===== src/hdl/gaps_pkg.sv =====
// ----------------------------------------------------------------------------
// Grid A* path search package
// Shared types, request and response structs, and controller/datapath codes.
// ----------------------------------------------------------------------------
package gaps_pkg;

  localparam int unsigned CoordW = 6;
  localparam int unsigned IndexW = 12;
  localparam int unsigned DistW  = 12;
  localparam int unsigned LenW   = 13;
  localparam int unsigned CfgW   = 7;
  // Wide enough for any grid dimension up to 256 and for the 7-bit registers.
  localparam int unsigned DimW   = 9;

  typedef enum logic [1:0] {
    CMD_LOAD = 2'd0,
    CMD_RUN  = 2'd1,
    CMD_READ = 2'd2,
    CMD_NOP  = 2'd3
  } cmd_e;

  typedef enum logic {
    CFG_GRID_WIDTH  = 1'b0,
    CFG_GRID_HEIGHT = 1'b1
  } cfg_idx_e;

  // Neighbour order of the search: +x, -x, +y, -y.
  typedef enum logic [1:0] {
    DIR_XP = 2'd0,
    DIR_XN = 2'd1,
    DIR_YP = 2'd2,
    DIR_YN = 2'd3
  } dir_e;

  typedef struct packed {
    cmd_e              cmd;
    logic [CoordW-1:0] cell_x;
    logic [CoordW-1:0] cell_y;
    logic              wall_bit;
    logic [CoordW-1:0] goal_col;
    logic [CoordW-1:0] goal_row;
    logic [IndexW-1:0] path_index;
  } in_req_t;

  typedef struct packed {
    logic              found;
    logic [DistW-1:0]  distance;
    logic [LenW-1:0]   path_length;
    logic [CoordW-1:0] path_col;
    logic [CoordW-1:0] path_row;
    logic              overflow;
  } out_rsp_t;

  typedef enum logic [4:0] {
    DP_NONE,
    DP_SWEEP_WALL,
    DP_LATCH,
    DP_WALL,
    DP_READ,
    DP_MISC,
    DP_FAIL,
    DP_RUN_INIT,
    DP_SWEEP_COST,
    DP_START,
    DP_SWAP,
    DP_POP,
    DP_CUR,
    DP_CHK,
    DP_GOAL0,
    DP_PATH_INIT,
    DP_NEXT,
    DP_PROBE,
    DP_RELAX,
    DP_OVF,
    DP_PW,
    DP_PD,
    DP_RESULT
  } dp_op_e;

  typedef struct packed {
    cmd_e cmd;
    logic run_ok;
    logic sweep_last;
    logic open_empty;
    logic low_empty;
    logic stale;
    logic at_goal;
    logic g_zero;
    logic nb_ok;
    logic last_dir;
    logic improve;
    logic full;
    logic k_one;
  } dp_status_t;

endpackage


===== src/hdl/gaps_ctrl.sv =====
// ----------------------------------------------------------------------------
// Grid A* path search controller
// Sequences requests and the search steps; drives one datapath op per cycle.
// ----------------------------------------------------------------------------
module gaps_ctrl (
  input  logic                 clk_i,
  input  logic                 rst_ni,
  input  logic                 in_valid_i,
  output logic                 in_ready_o,
  output logic                 out_valid_o,
  input  logic                 out_ready_i,
  input  gaps_pkg::dp_status_t status_i,
  output gaps_pkg::dp_op_e     op_o
);
  import gaps_pkg::*;

  typedef enum logic [3:0] {
    ST_INIT,
    ST_IDLE,
    ST_DECODE,
    ST_RESP,
    ST_CLEAR,
    ST_START,
    ST_POP,
    ST_POPW,
    ST_CHK,
    ST_NB,
    ST_NBW,
    ST_PW,
    ST_PD
  } state_e;

  state_e state_q, state_d;
  dp_op_e op;
  logic   out_valid_q;

  always_comb begin
    op      = DP_NONE;
    state_d = state_q;
    unique case (state_q)
      ST_INIT: begin
        op = DP_SWEEP_WALL;
        if (status_i.sweep_last) state_d = ST_IDLE;
      end
      ST_IDLE: begin
        if (in_valid_i) begin
          op      = DP_LATCH;
          state_d = ST_DECODE;
        end
      end
      ST_DECODE: begin
        unique case (status_i.cmd)
          CMD_LOAD: begin
            op      = DP_WALL;
            state_d = ST_RESP;
          end
          CMD_READ: begin
            op      = DP_READ;
            state_d = ST_RESP;
          end
          CMD_RUN: begin
            if (status_i.run_ok) begin
              op      = DP_RUN_INIT;
              state_d = ST_CLEAR;
            end else begin
              op      = DP_FAIL;
              state_d = ST_RESP;
            end
          end
          default: begin
            op      = DP_MISC;
            state_d = ST_RESP;
          end
        endcase
      end
      ST_RESP: begin
        if (!out_valid_q || out_ready_i) begin
          op      = DP_RESULT;
          state_d = ST_IDLE;
        end
      end
      ST_CLEAR: begin
        op = DP_SWEEP_COST;
        if (status_i.sweep_last) state_d = ST_START;
      end
      ST_START: begin
        op      = DP_START;
        state_d = ST_POP;
      end
      ST_POP: begin
        if (status_i.open_empty) begin
          state_d = ST_RESP;
        end else if (status_i.low_empty) begin
          op = DP_SWAP;
        end else begin
          op      = DP_POP;
          state_d = ST_POPW;
        end
      end
      ST_POPW: begin
        op      = DP_CUR;
        state_d = ST_CHK;
      end
      ST_CHK: begin
        if (status_i.stale) begin
          state_d = ST_POP;
        end else if (status_i.at_goal) begin
          if (status_i.g_zero) begin
            op      = DP_GOAL0;
            state_d = ST_RESP;
          end else begin
            op      = DP_PATH_INIT;
            state_d = ST_PW;
          end
        end else begin
          op      = DP_CHK;
          state_d = ST_NB;
        end
      end
      ST_NB: begin
        if (status_i.nb_ok) begin
          op      = DP_PROBE;
          state_d = ST_NBW;
        end else begin
          op      = DP_NEXT;
          state_d = status_i.last_dir ? ST_POP : ST_NB;
        end
      end
      ST_NBW: begin
        if (status_i.improve && status_i.full) begin
          op      = DP_OVF;
          state_d = ST_RESP;
        end else begin
          op      = status_i.improve ? DP_RELAX : DP_NEXT;
          state_d = status_i.last_dir ? ST_POP : ST_NB;
        end
      end
      ST_PW: begin
        op      = DP_PW;
        state_d = ST_PD;
      end
      ST_PD: begin
        op      = DP_PD;
        state_d = status_i.k_one ? ST_RESP : ST_PW;
      end
      default: state_d = ST_IDLE;
    endcase
  end

  always_ff @(posedge clk_i or negedge rst_ni) begin
    if (!rst_ni) begin
      state_q     <= ST_INIT;
      out_valid_q <= 1'b0;
    end else begin
      state_q <= state_d;
      if (op == DP_RESULT) begin
        out_valid_q <= 1'b1;
      end else if (out_ready_i) begin
        out_valid_q <= 1'b0;
      end
    end
  end

  assign in_ready_o  = (state_q == ST_IDLE);
  assign out_valid_o = out_valid_q;
  assign op_o        = op;

endmodule


===== config.mk =====
export PLATFORM = sky130hd
export DESIGN_NAME = gaps_ctrl
export DESIGN_NICKNAME = d
export VERILOG_FILES = /design/src/hdl/gaps_pkg.sv /design/src/hdl/gaps_ctrl.sv
export SDC_FILE = /design/constraint.sdc
export NUM_CORES = 1
export LEC_CHECK = 0
export BUFFER_PORTS_ARGS = -buffer_cell sky130_fd_sc_hd__buf_2
export CORE_MARGIN = 1
export CORE_UTILIZATION = 49
export DETAILED_ROUTE_END_ITERATION = 12
export PLACE_DENSITY_LB_ADDON = 0.15
export SYNTH_ARGS = -nofsm -noshare
export SYNTH_HDL_FRONTEND = slang
export SYNTH_SLANG_ARGS = --single-unit
export TNS_END_PERCENT = 100

===== constraint.sdc =====
create_clock -name clk_i -period 2.1 [get_ports clk_i]
set_clock_uncertainty 0.15 [all_clocks]
set_input_delay 0.105 -clock clk_i [delete_from_list [all_inputs] [get_ports clk_i]]
set_output_delay 0.105 -clock clk_i [all_outputs]
set_load 0.02 [all_outputs]

==> summary.txt <==
Critical path
  – Worst path arrival time: 1.76 ns
  – Kind of start point of the critical path: register
  – Critical Path RT: 1.85 ns
  – Kind of critical path: register to primary output
  – Crit. End Element: primary output
  – Worst-path fanout max: 12

Cells and area
  – Commonest non-fill, non-tap cell in the layout: buf_2
  – Most frequent cells in the layout: 24 x buf_2, 11 x buf_4, 10 x nor2_1, 8 x a21oi_1
  – Final nets: 155
  – Layout area overhead: 31.3%
  – Diodes inserted: 0
  – Share of cells above drive strength 1: 33.8%

Timing
  – Least-Margin Pin Slew: 0.359 ns
  – Hold Vio Cnt, Final: 0
  – Setup TNS: 0 ns
  – PnR worst setup slack: 0.0844 ns
  – Maximum clock frequency: 496 MHz
  – Final setup vio count: 0
  – Part of the cycle the worst path needs: 96.0%
  – Final Slew Violations: 0
  – Unrepaired setup endpoints after global routing: no
  – Slew HR: 76.0%
  – Final critical-path required period: 2.02 ns

Clock network
  – H-tree Lvls: 1
  – TritonCTS Sinks: 5
  – Clk root buf: clkbuf_4
  – Clk buf depth: 2
  – Worst-path clk slew: 0.05 ns
  – CTS tree: built
  – Worst-Skew Late Latency: 0.25 ns
  – CTS buffer count: 3

Global routing
  – Grt ovf: 0
  – Total track usage: 31.1%
  – Initial antenna violation count: 0
  – Vias in the first global route: 767
  – Largest net degree at the start of global routing: 15
  – First-pass GRT wire length: 3.37 mm

Placed design
  – RD Place Congestion: 1.02
  – HPWL after DPL: 1.85 mm
  – Pre-CTS setup slack: 0.217 ns
  – Port bufs: 24

Synthesis
  – Yosys warnings: 0
  – EDFF count, synth: 0
  – Synth Area in Compound Gates: 36.9%
  – Mapped Cells: 104
  – Mux share of post-synthesis cell area: 1.32%
  – Mapped Nets: 122
  – Post-Synth XOR/XNOR Area: 0%
  – Combinational family with the most area after synthesis: simple AND/OR/NAND/NOR gates
  – Synthesis-stage register bit count: 5
  – Fraction of the mapped netlist area in adder cells: 0%
  – Unique masters post-synth: 43
  – Post-synth design cell area: 759 µm²
  – FFs w/ async S/R, synth: 100%
  – Synth Flop Type: dfrtp_1
  – Synth Area per Inst: 7.30 µm²
  – Sequential fraction of the synthesis area: 16.5%
  – Synth Area in Simple Gates: 37.1%

Power and ir drop
  – Leakage: 0.433 nW
  – IR drop worst, VDD: 0.775 mV
  – Power density over cell area: 1120 nW/µm²
  – Final Power: 1.12 mW

Die
  – Starting density of the core: 55.6%
  – Core area: 1370 µm²
  – Die Wd: 41.4 µm
  – DIE AREA: 1710 µm²
  – Num rows: 13
  – Die Y: 41.4 µm
  – I/O Pins: 25

Min path
  – Hold WC Path Type: input pin to register

Status
  – Status: finished clean

Routing
  – Routed WL per cell: 16.0 µm
  – Vias per cell: 6.57
  – Drt pass-1 iters: 4
  – Post-Route WL: 2.41 mm
  – DR DRC count: 0
  – DRT iter0 DRCs: 54
  – Final ANT Viol Nets: 0
  – Via count: 992

Job
  – MaxCap Viol Count: 0
[layout make-up]
cell class | count | area (µm²)
Inverter | 4 | 15.0
Tap cell | 15 | 18.8
Timing Repair Buffer | 36 | 213
Multi-Input combinational cell | 87 | 594
Fill cell | 115 | 369
Clock buffer | 4 | 26.3
Sequential cell | 5 | 130
[worst max-delay path, stage by stage (launching register included)]
cell	delay, ns
dfrtp_2	0.47
or2_1	0.34
a2111oi_4	0.35
a2111oi_1	0.09
o21ai_1	0.09
buf_2	0.17
[Yosys cell counts, types with 2 or more instances]
| master | n | share of area [%] |
|---|---|---|
| inv_1 | 4 | 2.0 |
| a41oi_1 | 2 | 2.3 |
| nor3b_1 | 4 | 4.0 |
| nand2b_1 | 5 | 4.1 |
| buf_2 | 5 | 3.3 |
| nor2b_1 | 2 | 1.6 |
| dfrtp_1 | 5 | 16 |
| a21o_1 | 2 | 2.0 |
| o21ai_0 | 7 | 4.6 |
| nor2_1 | 10 | 4.9 |
| or4_1 | 2 | 2.0 |
| a32oi_1 | 3 | 3.5 |
| nand3b_1 | 3 | 3.0 |
| a21oi_1 | 8 | 5.3 |
| a2111oi_0 | 2 | 2.3 |
| nand2_1 | 7 | 3.5 |
| nor3_1 | 6 | 4.0 |
| or2_1 | 2 | 1.6 |
[power by group]
part | switching, mW | total (mW) | leakage [nW] | internal (mW)
clock network | 0.0433 | 0.115 | 0.0150 | 0.0721
logic | 0.450 | 0.797 | 0.359 | 0.347
registers | 0.0700 | 0.203 | 0.0596 | 0.133
[metrics by stage]
step	hold WS (ns)	instance area, µm²	util [%]	cells
after floorplan	-0.341	759	-	104
after global placement	-0.227	896	65.6	141
final	0.0388	997	73.0	151
after global routing	0.0541	997	73.0	151
after detailed placement	-0.217	896	65.6	141
after CTS	0.0285	938	68.7	146
[metal layers]
layer,part of all wire (%),vias up,GRT usage [%]
met1,43,449,40.5
met2,46,73,49.2
met4,1.1,0,8.87
met3,10,4,9.57
met5,0,-,0
li1,-,466,-
[cell families after synthesis]
logic type	after synthesis
AOI/OAI and AO/OA	39
and+or+nand+nor	47
DFF	5
muxes	1
buffers and inverters	12
[registers in the layout (all words and copies together) (netlist names)]
signal,count
state_q,4
out_valid_o,1
[what timing repair did]
item / in CTS / in global routing
gates cloned: 0 / 0
gates resized for setup: 5 / 4
hold endpoints to repair: 5 / 0
setup buffers: 0 / 5
setup endpoints to repair: 1 / 1
hold buffers: 1 / 0
[final timing paths]
| kind | startpoint | end | slack (ns) | depth (start not counted) |
|---|---|---|---|---|
| setup / recovery | state_q[0] | op_o[0] | 0.08 | 5 |
| hold / removal | out_ready_i | out_valid_o | 0.04 | 3 |
| setup reg to reg | state_q[1] | state_q[0] | 0.31 | 6 |
| hold reg to reg | out_valid_o | out_valid_o | 0.41 | 2 |
| min in group asynchronous | rst_ni | out_valid_o | 0.05 | 2 |
| max in group asynchronous | rst_ni | state_q[0] | 1.59 | 2 |
No activity file was read; power rests on OpenSTA's default activity.
